[src/hdl/fmpa_pkg.sv]
package fmpa_pkg;

    // Field and register widths.
    localparam int PHASE_W   = 32;
    localparam int SAMPLE_W  = 16;
    localparam int OUT_W     = 16;
    localparam int GAIN_W    = 32;
    localparam int CFG_W     = 32;
    localparam int CFG_IDX_W = 1;
    localparam int PROD_W    = GAIN_W + SAMPLE_W;

    // CORDIC datapath.
    localparam int CORDIC_STAGES = 16;
    localparam int ITER_W        = $clog2(CORDIC_STAGES);
    localparam int XY_W          = 34;
    localparam int Z_W           = 33;
    localparam logic signed [XY_W-1:0] CORDIC_X0 = XY_W'(652032874);

    // Output scaling: Q2.30 value times full scale, rounded, shifted down by 30.
    localparam int SCALE_SHIFT = 30;
    localparam int SCALE_W     = XY_W + OUT_W;
    localparam int OUT_FULL    = 2 ** (OUT_W - 1) - 1;

    // Queue between the front and the back.
    localparam int QDEPTH = 2;
    localparam int QPTR_W = $clog2(QDEPTH);
    localparam int QCNT_W = $clog2(QDEPTH + 1);

    typedef enum logic [CFG_IDX_W-1:0] {
        REG_FREQ_GAIN   = 1'b0,
        REG_START_PHASE = 1'b1
    } cfg_reg_t;

    typedef enum logic [1:0] {
        ST_IDLE,
        ST_ROTATE,
        ST_SCALE,
        ST_OUTPUT
    } back_state_t;

    typedef struct packed {
        logic [PHASE_W-1:0] phase;
        logic               last;
    } qent_t;

    // Arctangent of 2^-i in 2^-32 turns.
    function automatic logic signed [Z_W-1:0] atan_lut(input logic [ITER_W-1:0] idx);
        logic signed [Z_W-1:0] val;
        begin
            case (idx)
                4'd0:    val = Z_W'(536870912);
                4'd1:    val = Z_W'(316933406);
                4'd2:    val = Z_W'(167458907);
                4'd3:    val = Z_W'(85004756);
                4'd4:    val = Z_W'(42667331);
                4'd5:    val = Z_W'(21354465);
                4'd6:    val = Z_W'(10679838);
                4'd7:    val = Z_W'(5340245);
                4'd8:    val = Z_W'(2670163);
                4'd9:    val = Z_W'(1335087);
                4'd10:   val = Z_W'(667544);
                4'd11:   val = Z_W'(333772);
                4'd12:   val = Z_W'(166886);
                4'd13:   val = Z_W'(83443);
                4'd14:   val = Z_W'(41722);
                4'd15:   val = Z_W'(20861);
                default: val = '0;
            endcase
            return val;
        end
    endfunction

endpackage

[src/hdl/fmpa_front.sv]
module fmpa_front
    import fmpa_pkg::*;
(
    input  logic                       clk,
    input  logic                       rst_n,
    input  logic                       cfg_write,
    input  logic [CFG_IDX_W-1:0]       cfg_index,
    input  logic [CFG_W-1:0]           cfg_data,
    input  logic                       in_valid,
    output logic                       in_ready,
    input  logic signed [SAMPLE_W-1:0] sample,
    input  logic                       last_in,
    output logic                       push_valid,
    input  logic                       push_ready,
    output qent_t                      push_data
);

    logic signed [GAIN_W-1:0] gain_reg;
    logic [PHASE_W-1:0]       acc_reg;
    logic                     prod_valid_reg;
    logic signed [PROD_W-1:0] prod_reg;
    logic                     prod_last_reg;

    logic signed [PROD_W-1:0] prod_next;
    logic signed [PROD_W-1:0] step_full;
    logic [PHASE_W-1:0]       acc_next;
    logic                     in_fire;
    logic                     push_fire;

    assign in_ready   = !prod_valid_reg || push_ready;
    assign in_fire    = in_valid && in_ready;
    assign push_valid = prod_valid_reg;
    assign push_fire  = prod_valid_reg && push_ready;

    assign prod_next = gain_reg * sample;
    // Arithmetic shift gives the floor of the scaled product.
    assign step_full = prod_reg >>> (SAMPLE_W - 1);
    assign acc_next  = acc_reg + step_full[PHASE_W-1:0];

    assign push_data.phase = acc_next;
    assign push_data.last  = prod_last_reg;

    always_ff @(posedge clk or negedge rst_n)
    begin
        if (!rst_n)
        begin
            gain_reg       <= '0;
            acc_reg        <= '0;
            prod_valid_reg <= 1'b0;
        end
        else
        begin
            if (cfg_write)
            begin
                case (cfg_index)
                    REG_FREQ_GAIN:   gain_reg <= cfg_data[GAIN_W-1:0];
                    REG_START_PHASE: acc_reg  <= cfg_data[PHASE_W-1:0];
                    default:         ;
                endcase
            end
            else if (push_fire)
            begin
                acc_reg <= acc_next;
            end

            if (in_fire)
                prod_valid_reg <= 1'b1;
            else if (push_fire)
                prod_valid_reg <= 1'b0;
        end
    end

    always_ff @(posedge clk)
    begin
        if (in_fire)
        begin
            prod_reg      <= prod_next;
            prod_last_reg <= last_in;
        end
    end

    // The accumulator moves only when a phase leaves for the queue or on a load.
    a_acc_hold: assert property (@(posedge clk) disable iff (!rst_n)
        (!push_fire && !(cfg_write && cfg_index == REG_START_PHASE))
        |=> acc_reg == $past(acc_reg))
        else $error("phase accumulator changed without a push or a load");

endmodule

[src/hdl/fmpa_queue.sv]
module fmpa_queue
    import fmpa_pkg::*;
(
    input  logic  clk,
    input  logic  rst_n,
    input  logic  push_valid,
    output logic  push_ready,
    input  qent_t push_data,
    output logic  pop_valid,
    input  logic  pop_ready,
    output qent_t pop_data
);

    qent_t             mem_reg [QDEPTH];
    logic [QPTR_W-1:0] wr_ptr_reg;
    logic [QPTR_W-1:0] rd_ptr_reg;
    logic [QCNT_W-1:0] count_reg;
    logic              push;
    logic              pop;

    assign push_ready = (count_reg != QCNT_W'(QDEPTH));
    assign pop_valid  = (count_reg != '0);
    assign push       = push_valid && push_ready;
    assign pop        = pop_valid && pop_ready;
    assign pop_data   = mem_reg[rd_ptr_reg];

    always_ff @(posedge clk or negedge rst_n)
    begin
        if (!rst_n)
        begin
            wr_ptr_reg <= '0;
            rd_ptr_reg <= '0;
            count_reg  <= '0;
        end
        else
        begin
            if (push)
                wr_ptr_reg <= QPTR_W'(wr_ptr_reg + 1'b1);
            if (pop)
                rd_ptr_reg <= QPTR_W'(rd_ptr_reg + 1'b1);
            if (push && !pop)
                count_reg <= QCNT_W'(count_reg + 1'b1);
            else if (pop && !push)
                count_reg <= QCNT_W'(count_reg - 1'b1);
        end
    end

    always_ff @(posedge clk)
    begin
        if (push)
            mem_reg[wr_ptr_reg] <= push_data;
    end

    a_count_bound: assert property (@(posedge clk) disable iff (!rst_n)
        count_reg <= QCNT_W'(QDEPTH))
        else $error("queue count beyond its depth");

    a_count_inc: assert property (@(posedge clk) disable iff (!rst_n)
        (push && !pop) |=> count_reg == QCNT_W'($past(count_reg) + 1'b1))
        else $error("queue count did not follow a push");

endmodule

[src/hdl/fmpa_back.sv]
module fmpa_back
    import fmpa_pkg::*;
(
    input  logic                    clk,
    input  logic                    rst_n,
    input  logic                    q_valid,
    output logic                    q_ready,
    input  qent_t                   q_data,
    output logic                    out_valid,
    input  logic                    out_ready,
    output logic signed [OUT_W-1:0] i_out,
    output logic signed [OUT_W-1:0] q_out,
    output logic                    last_out
);

    localparam logic signed [OUT_W-1:0]   FULL_S   = OUT_W'(OUT_FULL);
    localparam logic signed [SCALE_W-1:0] FULL_EXT = SCALE_W'(OUT_FULL);
    localparam logic signed [SCALE_W-1:0] RND      = SCALE_W'(2 ** (SCALE_SHIFT - 1));

    back_state_t               state_reg, state_next;
    logic signed [XY_W-1:0]    x_reg, x_next;
    logic signed [XY_W-1:0]    y_reg, y_next;
    logic signed [Z_W-1:0]     z_reg, z_next;
    logic [ITER_W-1:0]         iter_reg, iter_next;
    logic [1:0]                quad_reg, quad_next;
    logic                      last_reg, last_next;
    logic signed [SCALE_W-1:0] mi_reg, mi_next;
    logic signed [SCALE_W-1:0] mq_reg, mq_next;
    logic                      out_valid_reg, out_valid_next;
    logic signed [OUT_W-1:0]   i_out_reg, i_out_next;
    logic signed [OUT_W-1:0]   q_out_reg, q_out_next;
    logic                      last_out_reg, last_out_next;

    logic                      out_free;
    logic [PHASE_W-1:0]        p_rot;
    logic [1:0]                quad_in;
    logic [PHASE_W-1:0]        ru;
    logic signed [XY_W-1:0]    x_sh;
    logic signed [XY_W-1:0]    y_sh;
    logic signed [XY_W-1:0]    ci;
    logic signed [XY_W-1:0]    cq;

    function automatic logic signed [OUT_W-1:0] saturate(input logic signed [SCALE_W-1:0] m);
        logic signed [SCALE_W-1:0] r;
        logic signed [OUT_W-1:0]   res;
        begin
            r = (m + RND) >>> SCALE_SHIFT;
            if (r > FULL_EXT)
                res = FULL_S;
            else if (r < -FULL_EXT)
                res = -FULL_S;
            else
                res = r[OUT_W-1:0];
            return res;
        end
    endfunction

    assign out_free  = !out_valid_reg || out_ready;
    assign out_valid = out_valid_reg;
    assign i_out     = i_out_reg;
    assign q_out     = q_out_reg;
    assign last_out  = last_out_reg;

    // Fold the phase into one quadrant; the residue lies in [-1/8, 1/8) turn.
    assign p_rot   = q_data.phase + PHASE_W'(32'h2000_0000);
    assign quad_in = p_rot[PHASE_W-1:PHASE_W-2];
    assign ru      = q_data.phase - {quad_in, {(PHASE_W - 2){1'b0}}};

    assign x_sh = x_reg >>> iter_reg;
    assign y_sh = y_reg >>> iter_reg;

    always_comb
    begin
        state_next     = state_reg;
        x_next         = x_reg;
        y_next         = y_reg;
        z_next         = z_reg;
        iter_next      = iter_reg;
        quad_next      = quad_reg;
        last_next      = last_reg;
        mi_next        = mi_reg;
        mq_next        = mq_reg;
        out_valid_next = out_valid_reg;
        i_out_next     = i_out_reg;
        q_out_next     = q_out_reg;
        last_out_next  = last_out_reg;
        q_ready        = 1'b0;
        ci             = x_reg;
        cq             = y_reg;

        if (out_valid_reg && out_ready)
            out_valid_next = 1'b0;

        case (quad_reg)
            2'd0:
            begin
                ci = x_reg;
                cq = y_reg;
            end
            2'd1:
            begin
                ci = -y_reg;
                cq = x_reg;
            end
            2'd2:
            begin
                ci = -x_reg;
                cq = -y_reg;
            end
            default:
            begin
                ci = y_reg;
                cq = -x_reg;
            end
        endcase

        case (state_reg)
            ST_IDLE:
            begin
                q_ready = 1'b1;
                if (q_valid)
                begin
                    x_next     = CORDIC_X0;
                    y_next     = '0;
                    z_next     = {ru[PHASE_W-1], ru};
                    iter_next  = '0;
                    quad_next  = quad_in;
                    last_next  = q_data.last;
                    state_next = ST_ROTATE;
                end
            end
            ST_ROTATE:
            begin
                if (!z_reg[Z_W-1])
                begin
                    x_next = x_reg - y_sh;
                    y_next = y_reg + x_sh;
                    z_next = z_reg - atan_lut(iter_reg);
                end
                else
                begin
                    x_next = x_reg + y_sh;
                    y_next = y_reg - x_sh;
                    z_next = z_reg + atan_lut(iter_reg);
                end
                iter_next = ITER_W'(iter_reg + 1'b1);
                if (iter_reg == ITER_W'(CORDIC_STAGES - 1))
                    state_next = ST_SCALE;
            end
            ST_SCALE:
            begin
                mi_next    = ci * FULL_S;
                mq_next    = cq * FULL_S;
                state_next = ST_OUTPUT;
            end
            ST_OUTPUT:
            begin
                if (out_free)
                begin
                    i_out_next     = saturate(mi_reg);
                    q_out_next     = saturate(mq_reg);
                    last_out_next  = last_reg;
                    out_valid_next = 1'b1;
                    state_next     = ST_IDLE;
                end
            end
            default:
            begin
                state_next = ST_IDLE;
            end
        endcase
    end

    always_ff @(posedge clk or negedge rst_n)
    begin
        if (!rst_n)
        begin
            state_reg     <= ST_IDLE;
            out_valid_reg <= 1'b0;
            iter_reg      <= '0;
        end
        else
        begin
            state_reg     <= state_next;
            out_valid_reg <= out_valid_next;
            iter_reg      <= iter_next;
        end
    end

    always_ff @(posedge clk)
    begin
        x_reg        <= x_next;
        y_reg        <= y_next;
        z_reg        <= z_next;
        quad_reg     <= quad_next;
        last_reg     <= last_next;
        mi_reg       <= mi_next;
        mq_reg       <= mq_next;
        i_out_reg    <= i_out_next;
        q_out_reg    <= q_out_next;
        last_out_reg <= last_out_next;
    end

    a_start_rotate: assert property (@(posedge clk) disable iff (!rst_n)
        (state_reg == ST_IDLE && q_valid) |=> (state_reg == ST_ROTATE && iter_reg == '0))
        else $error("rotation did not start at the first stage");

    a_result_loaded: assert property (@(posedge clk) disable iff (!rst_n)
        (state_reg == ST_OUTPUT && out_free) |=> out_valid_reg)
        else $error("finished result was not loaded into the output register");

endmodule

[src/hdl/fm_phase_accumulator_modulator.sv]
// FM modulator built around a phase accumulator and a CORDIC oscillator. Each input item
// carries a signed Q1.15 sample; it is multiplied by the signed freq_gain register, the
// product is floored to a phase step in 2^-32 turns and added to a wrapping 32-bit phase
// accumulator. The item's result is the cosine (i_out) and sine (q_out) of the new phase
// in Q1.15, saturated to +/-32767, with last_in passed through as last_out. Writing
// start_phase (index 1) loads the accumulator directly; freq_gain is index 0, and
// configuration is meant to be written while no item is in flight. The front end takes
// an item every cycle into a multiply stage, unless that stage holds a product the queue
// cannot take, and pushes the updated phase into a two-entry queue, so up to three items
// can wait ahead of the oscillator while it is busy. The oscillator runs one shared CORDIC
// stage sixteen times per item, then scales and saturates, and it takes no new phase from
// the queue until the result of the last one has been loaded into its output register.
module fm_phase_accumulator_modulator
    import fmpa_pkg::*;
(
    input  logic                       clk,
    input  logic                       rst_n,
    input  logic                       cfg_write,
    input  logic [CFG_IDX_W-1:0]       cfg_index,
    input  logic [CFG_W-1:0]           cfg_data,
    input  logic                       in_valid,
    output logic                       in_ready,
    input  logic signed [SAMPLE_W-1:0] sample,
    input  logic                       last_in,
    output logic                       out_valid,
    input  logic                       out_ready,
    output logic signed [OUT_W-1:0]    i_out,
    output logic signed [OUT_W-1:0]    q_out,
    output logic                       last_out
);

    // Phases travel from the front end to the oscillator through the queue.
    logic  push_valid;
    logic  push_ready;
    qent_t push_data;
    logic  pop_valid;
    logic  pop_ready;
    qent_t pop_data;

    fmpa_front u_front (
        .clk        (clk),
        .rst_n      (rst_n),
        .cfg_write  (cfg_write),
        .cfg_index  (cfg_index),
        .cfg_data   (cfg_data),
        .in_valid   (in_valid),
        .in_ready   (in_ready),
        .sample     (sample),
        .last_in    (last_in),
        .push_valid (push_valid),
        .push_ready (push_ready),
        .push_data  (push_data)
    );

    fmpa_queue u_queue (
        .clk        (clk),
        .rst_n      (rst_n),
        .push_valid (push_valid),
        .push_ready (push_ready),
        .push_data  (push_data),
        .pop_valid  (pop_valid),
        .pop_ready  (pop_ready),
        .pop_data   (pop_data)
    );

    fmpa_back u_back (
        .clk       (clk),
        .rst_n     (rst_n),
        .q_valid   (pop_valid),
        .q_ready   (pop_ready),
        .q_data    (pop_data),
        .out_valid (out_valid),
        .out_ready (out_ready),
        .i_out     (i_out),
        .q_out     (q_out),
        .last_out  (last_out)
    );

endmodule

[config.mk]
export PLATFORM = sky130hd
export DESIGN_NAME = fm_phase_accumulator_modulator
export DESIGN_NICKNAME = d
export VERILOG_FILES = /design/src/hdl/fmpa_pkg.sv /design/src/hdl/fmpa_front.sv /design/src/hdl/fmpa_queue.sv /design/src/hdl/fmpa_back.sv /design/src/hdl/fm_phase_accumulator_modulator.sv
export SDC_FILE = /design/constraint.sdc
export NUM_CORES = 2
export LEC_CHECK = 0
export BUFFER_PORTS_ARGS = -buffer_cell sky130_fd_sc_hd__buf_2
export CAP_MARGIN = 20
export CORE_MARGIN = 4
export CORE_UTILIZATION = 50
export DETAILED_ROUTE_END_ITERATION = 10
export GPL_ROUTABILITY_DRIVEN = 1
export PLACE_DENSITY = 0.69
export SLEW_MARGIN = 40
export SYNTH_ARGS = -nofsm -noshare
export SYNTH_HDL_FRONTEND = slang
export SYNTH_SLANG_ARGS = --single-unit
[constraint.sdc]
create_clock -name clk -period 10.4 [get_ports clk]
set_input_delay 2.08 -clock clk [delete_from_list [all_inputs] [get_ports clk]]
set_output_delay 2.08 -clock clk [all_outputs]
set_load 0.005 [all_outputs]
==> impl_metrics.py <==
metrics = {
    "outcome": {
        "outcome": "complete, no violations",
    },
    "worst_setup_path": {
        "worst_ep_required_time_ns": 10.75,
        "critPathMaxStageDelay_ns": 0.62,
        "start_kind": "flip-flop",
        "path_common_cell": "fa_1",
        "critPathBufInv": 5,
        "endpoint_kind": "flip-flop",
        "ff2ff_setup_slack_ns": 0.69,
        "path_delay_family": "adder cells",
        "arrival_ns": 10.06,
        "crit_type": "flip-flop to flip-flop",
        "path_max_fanout": 13,
        "slowest_stage": "a311oi_1",
    },
    "layout": {
        "nNetsFinal": 8883,
        "largest_register_ffs": 66,
        "layoutNonFillerInstCount": 9039,
        "layout-drive-gt1-share": 0.0765,
        "areaGrowthSynthToFinish_pct": 5.87,
    },
    "place": {
        "io_buffer_count": 89,
        "placed_cells": 8949,
        "hpwlAfterDp_um": 148000,
        "gp_congestion": 0.955,
    },
    "logic_synthesis": {
        "synth.top_cells.by_count": "1,372 x inv_1, 1,100 x fa_1, 620 x nand2_1",
        "async_flop_share": 0.215,
        "synth_cell_types": 95,
        "ys_warn_count": 0,
        "synth_area_leaders": "fa_1 32%, edfxtp_1 12%, ha_1 9.4%",
        "synth.largest_area_cell": "fa_1",
        "synth_area_um2": 69100,
        "ys_ff_latch": 354,
        "yosysMostFrequentCell": "inv_1",
        "yosysTopAreaCellShare": 0.319,
        "synth-main-ff-cell": "edfxtp_1",
        "syn_area_per_cell_um2": 9.48,
        "syn_inst": 7284,
        "synth_edf_count": 278,
        "seq_area_frac_synth": 0.148,
        "synth_fp_nets": 8959,
    },
    "grt": {
        "antenna_found_initial": 1,
        "grt_pass1_vias": 54300,
        "overflow": 0,
        "grtUsageTotal": 0.254,
        "grt_max_degree": 206,
        "grt_pass1_wl_um": 294000,
    },
    "detailed_routing": {
        "viasPerCell": 5.66,
        "first_pass_iters": 6,
        "drt_iter0_markers": 3313,
        "ant_nets": 0,
        "wl_um": 182000,
        "wire_per_inst_um": 20.1,
        "via_count": 51100,
        "drc": 0,
    },
    "cts": {
        "htreeDepth": 2,
        "cts_buffers": 45,
        "cts_tree": "done",
        "cts_root_buffer": "clkbuf_16",
        "cts_hold_buffers": 0,
        "clk_latency_ns": 0.65,
        "cts_sinks": 354,
        "cts_buffer_depth": 3,
        "clk_pin_slew_worst_paths_ns": 0.06,
    },
    "floorplan": {
        "die_area_um2": 144000,
        "core_area_um2": 137000,
        "initial_core_util": 0.503,
        "die_w_um": 380,
        "row_count": 136,
        "die_h_um": 380,
        "num_io_pins": 90,
    },
    "sta": {
        "slew_viol_final": 0,
        "hold_viol": 0,
        "min_period_ns": 9.71,
        "final.setup.tns_ns": 0,
        "setup_viol": 0,
        "min_period_over_period": 0.934,
        "rsz0062_at_grt": "false",
        "skew_ns": 0.0536,
        "relSlewSlack": 0.410,
        "fmaxAchievable_ghz": 0.103,
        "worst_pin_slew_ns": 0.885,
    },
    "hold_path": {
        "min_path_type": "flip-flop to flip-flop",
    },
    "flow_run": {
        "max-cap-violations": 0,
    },
}
==> through the flow <==
step / utilization / hold slack (ns) / setup slack (ns) / cell area (µm²)
3_3_place_gp: 0.520 / 0.407 / 0.294 / 71400
3_5_place_dp: 0.520 / 0.408 / 0.330 / 71400
4_1_cts: 0.531 / 0.423 / 0.255 / 73000
2_1_floorplan: - / 0.400 / 1.28 / 69100
6_report: 0.533 / 0.421 / 0.688 / 73100
5_1_grt: 0.533 / 0.446 / 0.0791 / 73100
==> worst paths after layout <==
kind | startpoint | cells past startpoint | endpoint
max | u_back.x_reg[7] | 32 | u_back.mi_reg[46]
min | u_back.last_reg | 0 | u_back.last_out
max reg2reg | u_back.x_reg[7] | 32 | u_back.mi_reg[46]
min reg2reg | u_back.last_reg | 0 | u_back.last_out
max in group asynchronous | rst_n | 2 | u_front.gain_reg[10]
min in group asynchronous | rst_n | 1 | u_front.gain_reg[23]
==> placed cells by master (no fill, tap or decap), drive strengths merged, types with 76 or more instances in the layout <==
master and instances:
nand3 84, inv 1379, nor2 335, ha 520
fa 1100, dfrtp 76, xnor2 259, nand2 620
nor3 81, mux2i 120, a21o 141, edfxtp 278
a211oi 76, mux2 82, o21ai 282, mux4 97
xor2 170, and2 231, a21oi 336, buf 211
==> cells by family after synthesis <==
family | after synthesis | synth area share
xor+xnor | 429 | 0.0546
mux | 299 | 0.0624
buf+inv | 1714 | 0.0943
simple gates | 1660 | 0.116
fa+ha+maj | 1620 | 0.413
compound gates | 1208 | 0.112
flops | 354 | 0.148
==> worst register-to-register path, delay by kind of cell, from the launching register on <==
kind,cells,cell delay [ns]
AOI/OAI and AO/OA,9,2.22
xor gates and xnor gates,2,0.25
adders and majority gates,7,3.13
buffers and inverters,5,0.59
DFF,1,0.37
and+or+nand+nor,9,2.87
==> routing by layer <==
layer / up-vias / wire length, µm / global-route usage
li1: 23500 / - / -
met1: 25600 / 72300 / 0.319
met2: 1627 / 90700 / 0.446
met3: 358 / 10200 / 0.0276
met4: 0 / 8410 / 0.105
met5: - / 0 / 0
==> timing repair <==
action,CTS,global route
setup buffers,0,3
endpoints found under the setup margin,0,7
gates resized for setup,0,9
==> final cells by class <==
| class | instances | area, µm² |
|---|---|---|
| timing repair buffer | 211 | 1440 |
| antenna | 1 | 2.50 |
| multi-input combinational | 5216 | 52400 |
| sequential | 354 | 10300 |
| clock buffer | 59 | 1230 |
| tap | 1794 | 2240 |
| fill | 12400 | 64200 |
| inverter | 1380 | 5180 |
| clock inverter | 24 | 342 |
Power is not shown: default switching activity piles up to over one toggle a cycle in this logic, so the estimate is an artifact.
